===== src/led_driver_mode_controller_macros.svh =====
// Assertion helpers shared by the controller sources.
`ifndef LED_DRIVER_MODE_CONTROLLER_MACROS_SVH
`define LED_DRIVER_MODE_CONTROLLER_MACROS_SVH

// Check that cons holds in the same cycle as ante.
`define LDMC_ASSERT_SAME(lbl, ante, cons, msg) \
  lbl: assert property (@(posedge clk_i) disable iff (!rst_ni) (ante) |-> (cons)) \
    else $error(msg);

// Check that cons holds in the cycle after ante.
`define LDMC_ASSERT_NEXT(lbl, ante, cons, msg) \
  lbl: assert property (@(posedge clk_i) disable iff (!rst_ni) (ante) |=> (cons)) \
    else $error(msg);

`endif


===== src/ldmc_pkg.sv =====
package ldmc_pkg;

  typedef enum logic [1:0] {
    CMD_POWER_ON = 2'd0,
    CMD_SETTLE   = 2'd1,
    CMD_VSAMPLE  = 2'd2
  } cmd_e;

  typedef enum logic [1:0] {
    CFG_GROUP_SELECT = 2'd0,
    CFG_MEMORY_EN    = 2'd1,
    CFG_LOW_THRESH   = 2'd2
  } cfg_idx_e;

  localparam int unsigned GROUP_COUNT    = 12;
  localparam int unsigned ROW_LEN        = 8;
  localparam int unsigned LOW_RUN        = 8;
  localparam int unsigned CONFIG_PRESSES = 9;

  localparam logic [7:0] LVL_SOS    = 8'd246;
  localparam logic [7:0] LVL_POLICE = 8'd248;
  localparam logic [7:0] LVL_BIKE   = 8'd250;
  localparam logic [7:0] LVL_BATT   = 8'd254;

  localparam logic [7:0] THRESH_RESET = 8'd120;

  localparam logic [7:0] GROUP_TABLE [GROUP_COUNT][ROW_LEN] = '{
    '{8'd1, 8'd2, 8'd3, 8'd5, 8'd7, LVL_POLICE, LVL_BIKE, LVL_BATT},
    '{8'd1, 8'd2, 8'd3, 8'd5, 8'd7, 8'd0, 8'd0, 8'd0},
    '{8'd7, 8'd5, 8'd3, 8'd2, 8'd1, 8'd0, 8'd0, 8'd0},
    '{8'd2, 8'd4, 8'd7, LVL_POLICE, LVL_BIKE, LVL_BATT, LVL_SOS, 8'd0},
    '{8'd2, 8'd4, 8'd7, 8'd0, 8'd0, 8'd0, 8'd0, 8'd0},
    '{8'd7, 8'd4, 8'd2, 8'd0, 8'd0, 8'd0, 8'd0, 8'd0},
    '{8'd1, 8'd2, 8'd3, 8'd6, LVL_POLICE, LVL_BIKE, LVL_BATT, LVL_SOS},
    '{8'd1, 8'd2, 8'd3, 8'd6, 8'd0, 8'd0, 8'd0, 8'd0},
    '{8'd6, 8'd3, 8'd2, 8'd1, 8'd0, 8'd0, 8'd0, 8'd0},
    '{8'd2, 8'd3, 8'd5, 8'd7, 8'd0, 8'd0, 8'd0, 8'd0},
    '{8'd7, 8'd4, LVL_POLICE, 8'd0, 8'd0, 8'd0, 8'd0, 8'd0},
    '{8'd7, 8'd0, 8'd0, 8'd0, 8'd0, 8'd0, 8'd0, 8'd0}
  };

  typedef struct packed {
    logic [7:0] duty;
    logic       fast;
  } level_out_t;

  // Count of nonzero entries ahead of the first zero in a row.
  function automatic logic [3:0] row_solid_count(logic [3:0] row);
    logic [3:0] n;
    logic       done;
    n    = '0;
    done = 1'b0;
    for (int i = 0; i < ROW_LEN; i++) begin
      if (!done && GROUP_TABLE[row][i] != 8'd0) begin
        n = n + 4'd1;
      end else begin
        done = 1'b1;
      end
    end
    return n;
  endfunction

  // Ramp duty by zero-based level; past the table the duty is full.
  function automatic logic [7:0] ramp_duty(logic [2:0] idx);
    logic [7:0] d;
    case (idx)
      3'd0:    d = 8'd1;
      3'd1:    d = 8'd7;
      3'd2:    d = 8'd32;
      3'd3:    d = 8'd63;
      3'd4:    d = 8'd107;
      3'd5:    d = 8'd127;
      3'd6:    d = 8'd255;
      default: d = 8'd255;
    endcase
    return d;
  endfunction

endpackage


===== src/ldmc_level_out.sv =====
module ldmc_level_out #(
  parameter int unsigned RAMP_LEVELS = 7
) (
  input  logic [7:0]          level_i,
  input  logic                powered_down_i,
  output ldmc_pkg::level_out_t out_o
);
  import ldmc_pkg::*;

  localparam logic [7:0] RampMax = 8'(RAMP_LEVELS);

  logic       solid;
  logic [7:0] lvl_m1;

  assign solid  = !powered_down_i && (level_i >= 8'd1) && (level_i <= RampMax);
  assign lvl_m1 = level_i - 8'd1;

  always_comb begin
    out_o = '0;
    if (solid) begin
      // levels past the ramp table run at full duty
      out_o.duty = (lvl_m1 < 8'd7) ? ramp_duty(lvl_m1[2:0]) : 8'd255;
      out_o.fast = (level_i > 8'd2);
    end
  end

endmodule


===== src/led_driver_mode_controller.sv =====
// Flashlight driver mode controller.
// Input channel (s_axis_*): one word per event. tuser carries the command
// (power-on, settle, voltage sample); tdata carries the short-press bit and
// the battery ADC reading. Output channel (m_axis_*): exactly one result word
// per accepted input word, in order, giving level code, ramp duty, fast-PWM
// flag, config-entry request, wear-level save slot, save strobe and shutdown.
// Configuration: cfg_we_i writes register cfg_index_i (0 group, 1 memory
// enable, 2 low-voltage threshold) with cfg_data_i; write only while idle.
// Timing: a result appears on m_axis_tvalid in the cycle after its input
// word is accepted. Throughput: one word per cycle when not stalled; the state
// update is a single registered pass and the output register refills in the
// cycle it drains. Stall: while the output word waits for m_axis_tready, the
// input still accepts if the waiting word is taken in that same cycle;
// otherwise s_axis_tready drops until the receiver takes the result.
// Reset: all mode state clears, threshold returns to 120, output empties.
module led_driver_mode_controller #(
  parameter int unsigned WEAR_SLOTS      = 32,
  parameter int unsigned RAMP_LEVELS     = 7,
  parameter int unsigned MODES_PER_GROUP = 8
) (
  input  logic        clk_i,
  input  logic        rst_ni,
  input  logic        cfg_we_i,
  input  logic [1:0]  cfg_index_i,
  input  logic [7:0]  cfg_data_i,
  input  logic        s_axis_tvalid,
  output logic        s_axis_tready,
  input  logic [15:0] s_axis_tdata,  // [0] short_press, [8:1] voltage
  input  logic [1:0]  s_axis_tuser,  // [1:0] cmd
  output logic        m_axis_tvalid,
  input  logic        m_axis_tready,
  // [7:0] mode_level, [15:8] pwm_duty, [16] fast_pwm, [17] enter_config,
  // [22:18] save_slot, [23] save_write, [24] shutdown
  output logic [31:0] m_axis_tdata
);
  import ldmc_pkg::*;

  `include "led_driver_mode_controller_macros.svh"

  // the save slot is five bits wide: slot counts above 32 wrap at 32
  localparam int unsigned SlotSpan  = (WEAR_SLOTS < 32) ? WEAR_SLOTS : 32;
  localparam logic [4:0] SlotLast   = 5'(SlotSpan - 1);
  localparam logic [4:0] ModeLimit  = 5'(MODES_PER_GROUP);
  localparam logic [7:0] RampMax    = 8'(RAMP_LEVELS);
  localparam logic [7:0] BlinkDrop  = 8'(RAMP_LEVELS / 2);

  // configuration registers
  logic [3:0] group_q;
  logic       mem_en_q;
  logic [7:0] thresh_q;

  // mode state
  logic [2:0]       mode_pos_q, mode_pos_d;
  logic [4:0]       fpc_q, fpc_d;
  logic [7:0]       level_q, level_d;
  logic [3:0]       lsc_q, lsc_d;
  logic [4:0]       slot_q, slot_d;
  logic             pdown_q, pdown_d;
  logic             cfg_req;
  logic             save_wr;

  // output register
  logic        out_valid_q;
  logic [31:0] out_data_q;

  logic       in_acc;
  cmd_e       cmd;
  logic       short_press;
  logic [7:0] voltage;
  logic [3:0] row;
  logic [4:0] row_n;
  logic [4:0] solid_n;
  logic [3:0] next_idx;
  logic [3:0] lsc_inc;
  level_out_t lvl_out;
  logic [4:0] slot_out;

  // accept whenever the output register is empty or draining this cycle
  assign s_axis_tready = !out_valid_q || m_axis_tready;
  assign in_acc        = s_axis_tvalid && s_axis_tready;

  assign cmd         = cmd_e'(s_axis_tuser);
  assign short_press = s_axis_tdata[0];
  assign voltage     = s_axis_tdata[8:1];

  // rows past the table fall back to the first group
  assign row      = (group_q < 4'(GROUP_COUNT)) ? group_q : 4'd0;
  assign row_n    = {1'b0, row_solid_count(row)};
  assign solid_n  = (row_n < ModeLimit) ? row_n : ModeLimit;
  assign next_idx = {1'b0, mode_pos_q} + 4'd1;
  assign lsc_inc  = (lsc_q < 4'd15) ? (lsc_q + 4'd1) : lsc_q;

  always_comb begin
    mode_pos_d = mode_pos_q;
    fpc_d      = fpc_q;
    level_d    = level_q;
    lsc_d      = lsc_q;
    slot_d     = slot_q;
    pdown_d    = pdown_q;
    cfg_req    = 1'b0;
    save_wr    = 1'b0;
    case (cmd)
      CMD_POWER_ON: begin
        if (short_press) begin
          fpc_d      = fpc_q + 5'd1;
          mode_pos_d = ({1'b0, next_idx} >= solid_n) ? 3'd0 : next_idx[2:0];
        end else begin
          fpc_d = '0;
          if (!mem_en_q) begin
            mode_pos_d = '0;
          end
        end
        slot_d  = (slot_q == SlotLast) ? '0 : slot_q + 5'd1;
        save_wr = 1'b1;
        level_d = GROUP_TABLE[row][mode_pos_d];
        lsc_d   = '0;
        pdown_d = 1'b0;
        cfg_req = (fpc_d > 5'(CONFIG_PRESSES));
      end
      CMD_SETTLE: begin
        fpc_d = '0;
      end
      CMD_VSAMPLE: begin
        if (!pdown_q) begin
          lsc_d = (voltage < thresh_q) ? lsc_inc : 4'd0;
          // full low run: step down a level, blink to RAMP_LEVELS/2, else off
          if (lsc_d >= 4'(LOW_RUN)) begin
            if (level_q > RampMax) begin
              level_d = BlinkDrop;
            end else if (level_q > 8'd1) begin
              level_d = level_q - 8'd1;
            end else begin
              level_d = '0;
              pdown_d = 1'b1;
            end
            lsc_d = '0;
          end
        end
      end
      default: begin
      end
    endcase
  end

  ldmc_level_out #(
    .RAMP_LEVELS(RAMP_LEVELS)
  ) u_level_out (
    .level_i       (level_d),
    .powered_down_i(pdown_d),
    .out_o         (lvl_out)
  );

  assign slot_out = slot_d;

  always_ff @(posedge clk_i or negedge rst_ni) begin
    if (!rst_ni) begin
      group_q  <= '0;
      mem_en_q <= 1'b0;
      thresh_q <= THRESH_RESET;
    end else if (cfg_we_i) begin
      case (cfg_idx_e'(cfg_index_i))
        CFG_GROUP_SELECT: group_q  <= cfg_data_i[3:0];
        CFG_MEMORY_EN:    mem_en_q <= cfg_data_i[0];
        CFG_LOW_THRESH:   thresh_q <= cfg_data_i;
        default: begin
        end
      endcase
    end
  end

  // advance mode state only on an accepted word
  always_ff @(posedge clk_i or negedge rst_ni) begin
    if (!rst_ni) begin
      mode_pos_q <= '0;
      fpc_q      <= '0;
      level_q    <= '0;
      lsc_q      <= '0;
      slot_q     <= '0;
      pdown_q    <= 1'b0;
    end else if (in_acc) begin
      mode_pos_q <= mode_pos_d;
      fpc_q      <= fpc_d;
      level_q    <= level_d;
      lsc_q      <= lsc_d;
      slot_q     <= slot_d;
      pdown_q    <= pdown_d;
    end
  end

  always_ff @(posedge clk_i or negedge rst_ni) begin
    if (!rst_ni) begin
      out_valid_q <= 1'b0;
    end else if (in_acc) begin
      out_valid_q <= 1'b1;
    end else if (m_axis_tready) begin
      out_valid_q <= 1'b0;
    end
  end

  // payload holds while stalled; load only with a fresh result
  always_ff @(posedge clk_i) begin
    if (in_acc) begin
      out_data_q <= {7'd0, pdown_d, save_wr, slot_out, cfg_req,
                     lvl_out.fast, lvl_out.duty, level_d};
    end
  end

  assign m_axis_tvalid = out_valid_q;
  assign m_axis_tdata  = out_data_q;

  `LDMC_ASSERT_SAME(a_ready_when_empty, !out_valid_q, s_axis_tready,
                    "input stalled with empty output register")
  `LDMC_ASSERT_NEXT(a_power_on_saves, in_acc && (s_axis_tuser == CMD_POWER_ON),
                    m_axis_tvalid && m_axis_tdata[23] && !m_axis_tdata[24],
                    "power-on result lacks save strobe or reports shutdown")
  `LDMC_ASSERT_SAME(a_shutdown_dark, m_axis_tvalid && m_axis_tdata[24],
                    (m_axis_tdata[7:0] == 8'd0) && (m_axis_tdata[15:8] == 8'd0),
                    "shutdown result with light on")
  `LDMC_ASSERT_SAME(a_duty_solid, m_axis_tvalid && (m_axis_tdata[15:8] != 8'd0),
                    (m_axis_tdata[7:0] >= 8'd1) && (m_axis_tdata[7:0] <= RampMax),
                    "duty driven for a non-solid level")

endmodule

===== config.mk =====
export PLATFORM = sky130hd
export DESIGN_NAME = led_driver_mode_controller
export DESIGN_NICKNAME = d
export VERILOG_FILES = /design/src/ldmc_pkg.sv /design/src/ldmc_level_out.sv /design/src/led_driver_mode_controller.sv
export VERILOG_INCLUDE_DIRS = /design/src /design/src/src
export SDC_FILE = /design/constraint.sdc
export NUM_CORES = 1
export LEC_CHECK = 0
export ABC_AREA = 1
export ABC_CLOCK_PERIOD_IN_PS = 7100
export BUFFER_PORTS_ARGS = -buffer_cell sky130_fd_sc_hd__clkbuf_2
export CORE_MARGIN = 1
export CORE_UTILIZATION = 58
export DETAILED_ROUTE_END_ITERATION = 12
export GPL_TIMING_DRIVEN = 0
export PLACE_DENSITY = 0.89
export RECOVER_POWER = 50
export SYNTH_ARGS = -nofsm -noshare
export SYNTH_HDL_FRONTEND = slang
export SYNTH_SLANG_ARGS = --single-unit

===== constraint.sdc =====
create_clock -name clk_i -period 7.1 [get_ports clk_i]
set_input_delay 1.42 -clock clk_i [delete_from_list [all_inputs] [get_ports clk_i]]
set_output_delay 1.42 -clock clk_i [all_outputs]
set_load 0.02 [all_outputs]

Yosys cells after proc, flatten, opt, wreduce, memory -nomap -nowiden --
Memories as Yosys holds them, arrays and structs flattened. Cells that the tools add are included.
Storage, ports and cells: register bits 65, memories 1, ROM bits 1024, bits of input ports 33
Memory list:
- (name not given) | depth 16, width 64, rd ports 1, clocked after Yosys merged registers in 0, wr ports 0, RTL line led_driver_mode_controller.sv:115 | level_d = GROUP_TABLE[row][mode_pos_d];
Operators by class: reductions and logical operators 39, add/subtract/negate cells 13, order comparisons 15, eq/ne operators 11, bitwise gates (word level) 2, multiplexer cells 51
Operator list (number):
- two-way mux 64 bit | 2
- nonzero test 8 bit | 8
- two-way mux 8 bit | 7
- two-way mux 4 bit | 12
- one-hot mux 8 bit (6 select lines) | 1
- adder 4 x 1 -> 4 bit, second input constant | 7
- binary-select mux 8 bit (select 3 bit) | 1
- two-way mux 5 bit | 4
- one-hot mux 8 bit (2 select lines) | 1
- subtractor 8 x 1 -> 8 bit, second input constant | 2
- two-way mux 1 bit | 15
- < comparator 4 bit, second input constant | 3
- two-way mux 3 bit | 4
- adder 5 x 1 -> 5 bit, second input constant | 2
- logical AND 1 bit | 10
- one-hot mux 5 bit (2 select lines) | 1
- AND reduction 2 bit | 5
- >= comparator 4 bit, second input constant | 2
- >= comparator 8 x 1 -> 1 bit, second input constant | 1
- > comparator 8 x 1 -> 1 bit, second input constant | 1
- > comparator 8 x 2 -> 1 bit, second input constant | 1
- > comparator 8 x 3 -> 1 bit, second input constant | 1
- <= comparator 8 x 3 -> 1 bit, second input constant | 1
- zero test 1 bit | 8
- other kinds (24) | 31

Longest topological paths before layout --
word-level depth 42, gate-level depth with buffers 49, depth with buffers taken out 49

By module --
A second synthesis with hierarchy kept.
Second synthesis, totals: cell total of the unflattened synthesis 628, area total of the unflattened synthesis 4596.9 um^2
Modules (own cells, without submodules):
- led_driver_mode_controller | area each 4325.4 um^2, times used 1, cells each 571
- ldmc_level_out | area each 271.5 um^2, times used 1, cells each 57

Worst setup path before layout --
Ideal clock, no wire load.
path type flip-flop to flip-flop, start register group_q[2], end register out_data_q[8] (netlist: m_axis_tdata[8]), data pin, clock period less this slack 6196 ps, arrival 5946 ps, cell stages (with the launch flop) 47, path slack 904 ps, path buffers 1, data required time 6851 ps, path through dfrtp_1 > inv_2 > o21ai_0 > inv_1 > ha_1 > o21ai_1 > nor2_1 > nand3_1 > nand2_2 > a31oi_1 > inv_1 > nand2_1 > ha_1 > nor2_1 > nor2_1 > ha_1 > nand2_1 > nand2_1 > (+11 left out) > ha_1 > nand2_1 > inv_1 > nand2_1 > nand4_4 > nand2_2 > buf_4 > nand2_1 > nand3_1 > a21oi_1 > nand2_2 > o21ai_1 > nor2_2 > nand2_1 > nor2_4 > nand3_1 > nand2_1 > inv_1
Between the ends: cells in the longest elaborated chain, start to end 42, elaborated cells between the ends (all ways) 74, those cells by class 8 x add/sub; 6 x order compare; 5 x eq/ne; 28 x mux; 2 x bitwise; 24 x reduce/logical; 1 x memory
RTL lines:
- start, declared | RTL line led_driver_mode_controller.sv:48 | logic [3:0] group_q;
- start signal, assigned | RTL line led_driver_mode_controller.sv:162 | CFG_GROUP_SELECT: group_q <= cfg_data_i[3:0];
- < comparator 4 bit | RTL line led_driver_mode_controller.sv:87 | assign row = (group_q < 4'(GROUP_COUNT)) ? group_q : 4'd0;
- two-way mux 4 bit (*) | RTL line led_driver_mode_controller.sv:87
- NOT 4 -> 5 bit (implied by the code) (*) | RTL line ldmc_pkg.sv:54, led_driver_mode_controller.sv:115
- memory (16 x 64 bit) (*)
- two-way mux 64 bit (implied by the code) (*) (2 in a row) | RTL line led_driver_mode_controller.sv:115
- branches (longest 28 deep; another with adder 4 x 1 -> 4 bit)
- binary-select mux 8 bit (select 3 bit) (*) | RTL line led_driver_mode_controller.sv:115
- two-way mux 8 bit (implied by the code) (*) (2 in a row) | RTL line led_driver_mode_controller.sv:115
- one-hot mux 8 bit (2 select lines) (*) | RTL line led_driver_mode_controller.sv:102 | case (cmd)
- branches (longest 4 deep; another with subtractor 8 x 1 -> 8 bit)
- end signal, assigned | RTL line led_driver_mode_controller.sv:203 | out_data_q <= {7'd0, pdown_d, save_wr, slot_out, cfg_req,
- end, declared | RTL line led_driver_mode_controller.sv:64 | logic [31:0] out_data_q;
Mark *: on every way between the ends. The select of a mux whose other input is x is not followed. A chain may end at the register's enable or synchronous reset.

Final worst setup path --
start register group_q[2], end register out_data_q[8] (netlist: m_axis_tdata[8]), data pin
Between the ends: cells in the longest elaborated chain, start to end 42, elaborated cells between the ends (all ways) 74, those cells by class 8 x add/sub; 6 x order compare; 5 x eq/ne; 28 x mux; 2 x bitwise; 24 x reduce/logical; 1 x memory
RTL lines:
- < comparator 4 bit | RTL line led_driver_mode_controller.sv:87
- two-way mux 4 bit (*) | RTL line led_driver_mode_controller.sv:87
- NOT 4 -> 5 bit (implied by the code) (*) | RTL line ldmc_pkg.sv:54, led_driver_mode_controller.sv:115
- memory (16 x 64 bit) (*)
- two-way mux 64 bit (implied by the code) (*) (2 in a row) | RTL line led_driver_mode_controller.sv:115
- branches (longest 28 deep; another with adder 4 x 1 -> 4 bit)
- binary-select mux 8 bit (select 3 bit) (*) | RTL line led_driver_mode_controller.sv:115
- two-way mux 8 bit (implied by the code) (*) (2 in a row) | RTL line led_driver_mode_controller.sv:115
- one-hot mux 8 bit (2 select lines) (*) | RTL line led_driver_mode_controller.sv:102
- named net level_d[1] | RTL line led_driver_mode_controller.sv:55 | logic [7:0] level_q, level_d;
- branches (longest 4 deep; another with subtractor 8 x 1 -> 8 bit)
Mark *: on every way through the listed nets, which the timed path passes. The select of a mux whose other input is x is not followed.

==> summary.log <==
qor: yosys.post-synth-top-area-fraction 20.1%
qor: clocking.ctsRootBufferMaster sky130_fd_sc_hd__clkbuf_8
qor: flow_run.max-cap-violations 1
qor: clocking.clock_path_buffers 2
qor: yosys.ys_types 42
qor: grt.grt_max_degree 41
qor: placed_design.place_hpwl 7.83 mm
qor: setup_path.delay_of_the_slowest_critical_path_stage 0.46 ns
qor: route.via_per_inst 5.54
qor: clocking.clock_slew_at_reported_path_ffs 0.07 ns
qor: yosys.ys_top_cells_by_count sky130_fd_sc_hd__nand2_1, sky130_fd_sc_hd__inv_1, sky130_fd_sc_hd__nand3_1
qor: final_layout.antennaDiodeCount 0
qor: grt.grt_first_pass_wirelength 17.3 mm
qor: outcome.run_status finished, violations left
qor: outcome.failed_checks max-capacitance violations, max-slew violations
qor: yosys.yosysSeqAreaShare 39.3%
qor: setup_path.worstPathRequired 7.22 ns
qor: timing.timing.final.max_slew_violations 41
qor: placed_design.place_area 0.00488 sq mm
qor: yosys.synth-edff-count 25
qor: yosys.synth.cell_area 0.00447 sq mm
qor: setup_path.worst-endpoint-arrival 6.64 ns
qor: timing.finalHoldViolCount 0
qor: route.first_iter_violations 234
qor: setup_path.worstPathMaxFanout 10
qor: final_layout.stdcell_count 764
qor: pwr.power-per-cell-area 407 mW/mm^2
qor: final_layout.finalInstanceArea 0.00515 sq mm
qor: timing.slew_headroom -44.1%
qor: yosys.ys_top_cells_by_area sky130_fd_sc_hd__dfrtp_1, sky130_fd_sc_hd__edfxtp_1, sky130_fd_sc_hd__nand2_1
qor: yosys.synth_flop_cell sky130_fd_sc_hd__dfrtp_1
qor: setup_path.cp-end-kind flop
qor: final_layout.ff_latch_area 0.00176 sq mm
qor: placed_design.routabilityCongestion 0.937
qor: clocking.cts.sink_count 65
qor: grt.grt_antenna_before_repair 0
qor: final_layout.filler_cell_count 601
qor: route.drt_pre_antenna_iters 5
qor: yosys.synth_top_cell_by_area sky130_fd_sc_hd__dfrtp_1
qor: yosys.synth_async_sr_flop_share 61.5%
qor: timing.min_period_over_period 91.8%
qor: setup_path.timing_worst_setup_path_type flop to flop
qor: final_layout.finalCoreUtilization 69.9%
qor: route.total_number_of_vias 4,236
qor: setup_path.path_common_cell sky130_fd_sc_hd__nand2_1
qor: die.floorplan.die_area 0.00807 sq mm
qor: timing.fin_worst_hold_slack 0.492 ns
qor: grt.globalRouteTotalUtil 26.6%
qor: grt.vias_in_the_first_global_route 3,948
qor: setup_path.slowest_stage_cell_cp sky130_fd_sc_hd__dfrtp_2
qor: clocking.cts_made_buffers 9
qor: clocking.clkLatencyLatePin 0.35 ns
qor: hold_path.min_path_type flop to flop
qor: placed_design.numPortBuffers 52
qor: route.drc 0
qor: pwr.p_leak 2.58 nW
qor: final_layout.total_area_of_multi_input_combinational_cells 0.00236 sq mm
qor: clocking.cts.hold.buffers_added 0
qor: die.die_h 89.8 um
qor: clocking.cts_tree built
qor: die.fp.dieW 89.8 um
qor: yosys.post-synth-top-count-cell sky130_fd_sc_hd__nand2_1
qor: yosys.synth_seq_cells 65
qor: setup_path.crit_family simple AND/OR/NAND/NOR gates
qor: yosys.yosysWarnings 0
qor: setup_path.worstPathBufferInverterCount 7
qor: die.floorplan.initialDensity 60.7%
qor: final_layout.final_layout_size_suffix_gt1_share 17.4%
qor: route.wl 10.5 mm
qor: die.core_area 0.00737 sq mm
qor: die.fp-row-count 31
qor: timing.setup_clock_skew_after_layout 0.0120 ns
qor: timing.fin_crit 6.52 ns
qor: setup_path.startpoint_type flop
qor: final_layout.area_growth 15.2%
qor: final_layout.final_nets 724
qor: placed_design.placed_cells_incl_taps 742
qor: timing.max_slew.worst_pin.slew 2.16 ns
qor: yosys.syn-mean-instance-area 7.65 sq um
qor: clocking.cts.htree.levels 3
qor: timing.maximum_achievable_frequency 153 MHz
qor: route.routed_wire_length_per_instance 13.7 um
qor: route.postRouteAntennaNets 0
qor: grt.gr-total-overflow 0
qor: die.io-pin-count 67
qor: pwr.vdd.ir_drop.worst 160 uV
qor: yosys.synth_cells 585
qor: timing.final-setup-viol-count 0
placed cells by master, fill, tap and decap left out, types with 2 or more instances in the layout:
| master | synthesis | layout |
|---|---|---|
| sky130_fd_sc_hd__o21a_1 | 2 | 2 |
| sky130_fd_sc_hd__clkinv_1 | 1 | 2 |
| sky130_fd_sc_hd__bufinv_16 | 0 | 2 |
| sky130_fd_sc_hd__buf_4 | 8 | 13 |
| sky130_fd_sc_hd__nor2_1 | 42 | 43 |
| sky130_fd_sc_hd__clkbuf_1 | 4 | 28 |
| sky130_fd_sc_hd__dfrtp_1 | 36 | 34 |
| sky130_fd_sc_hd__conb_1 | 1 | 7 |
| sky130_fd_sc_hd__o22ai_1 | 4 | 4 |
| sky130_fd_sc_hd__o21ai_1 | 5 | 5 |
| sky130_fd_sc_hd__ha_1 | 31 | 30 |
| sky130_fd_sc_hd__dfstp_2 | 4 | 4 |
| sky130_fd_sc_hd__a21oi_1 | 23 | 22 |
| sky130_fd_sc_hd__edfxtp_1 | 25 | 25 |
| sky130_fd_sc_hd__dfrtp_2 | 0 | 2 |
| sky130_fd_sc_hd__o211ai_1 | 5 | 5 |
| sky130_fd_sc_hd__o21ai_0 | 45 | 44 |
| sky130_fd_sc_hd__nand3_1 | 59 | 58 |
| sky130_fd_sc_hd__nand4_1 | 6 | 6 |
| sky130_fd_sc_hd__nor2_4 | 3 | 4 |
| sky130_fd_sc_hd__nand3_2 | 5 | 6 |
| sky130_fd_sc_hd__nand2_1 | 140 | 139 |
| sky130_fd_sc_hd__inv_1 | 79 | 77 |
| sky130_fd_sc_hd__clkbuf_2 | 0 | 28 |
| sky130_fd_sc_hd__nand2_2 | 6 | 7 |
| sky130_fd_sc_hd__a21oi_2 | 3 | 3 |
| sky130_fd_sc_hd__nor3_1 | 5 | 5 |
| sky130_fd_sc_hd__xnor2_1 | 3 | 3 |
| sky130_fd_sc_hd__inv_2 | 11 | 13 |
| sky130_fd_sc_hd__nor2_2 | 11 | 9 |
| sky130_fd_sc_hd__a21oi_4 | 1 | 2 |
| sky130_fd_sc_hd__nand2_4 | 3 | 3 |
| sky130_fd_sc_hd__nand3b_1 | 2 | 2 |
| sky130_fd_sc_hd__clkbuf_8 | 0 | 9 |
cells by family (layout without fill, tap and decap cells):
family                     count (synthesis)  after routing  share of synthesized area (%)
adders and majority gates                 31             31                           8.67
xor gates and xnor gates                   4              4                          0.783
other                                      1              7                         0.0838
DFF                                       65             65                           39.3
and+or+nand+nor                          285            285                           29.6
buffers and inverters                    103            177                           9.31
AOI/OAI and AO/OA                         96             96                           12.3
final timing paths:
check	start	to	slack [ns]	depth (start not counted)
worst max-delay path	group_q[2]	m_axis_tdata[8]	0.58	46
worst min-delay path	thresh_q[4]	thresh_q[4]	0.49	2
worst max register to register	group_q[2]	m_axis_tdata[8]	0.58	46
worst min register to register	thresh_q[4]	thresh_q[4]	0.49	2
max in group asynchronous	rst_ni	group_q[2]	4.00	1
min in group asynchronous	rst_ni	fpc_q[4]	1.68	1
tightest hold or removal path, stage by stage (launching register included):
cell	delay, ns
sky130_fd_sc_hd__dfstp_2	0.37
sky130_fd_sc_hd__inv_1	0.06
sky130_fd_sc_hd__a21oi_1	0.06
power by group:
group / leakage, nW / internal, mW / total, mW / switching [mW]
Combinational: 1.72 / 0.424 / 1.19 / 0.770
Sequential: 0.754 / 0.497 / 0.554 / 0.0569
Clock: 0.107 / 0.197 / 0.349 / 0.151
stage by stage:
stage | TNS [ns] | setup slack, ns | power, mW
after global routing | -0.0125 | -0.0125 | 2.28
after global placement | 0 | 0.322 | 1.64
after CTS | 0 | 0.0526 | 2.04
after detailed placement | 0 | 0.0784 | 1.69
final | 0 | 0.579 | 2.10
after floorplan | 0 | 0.904 | 1.44
layer usage:
layer	up-vias	share of wire [%]	GRT usage [%]
met5	-	0	0
met4	0	2.8	11.5
met3	34	6.6	6.09
met2	182	49	45.4
met1	1958	42	32.2
li1	2062	-	-
state kept, by name, summed over array words and instances (netlist names):
signal	count
mode_pos_q	3
thresh_q	8
m_axis_tdata	25
group_q	4
slot_q	5
m_axis_tvalid	1
level_q	8
pdown_q	1
fpc_q	5
lsc_q	4
mem_en_q	1
area by class of cell:
| cell class | count | area share, % |
|---|---|---|
| multi-input cells | 423 | 45.7 |
| flip-flops and latches | 65 | 34.1 |
| inverters | 91 | 6.63 |
| repair buffers | 58 | 5.32 |
| clock buffers | 9 | 2.40 |
| well taps | 99 | 2.40 |
| clock inverters | 7 | 1.82 |
| plain buffers | 12 | 1.55 |
what timing repair did:
| action | CTS | global route |
|---|---|---|
| setup buffers | 0 | 6 |
| endpoints found under the setup margin | 0 | 23 |
| resized for setup | 0 | 14 |
(Power assumes the default switching activity.)
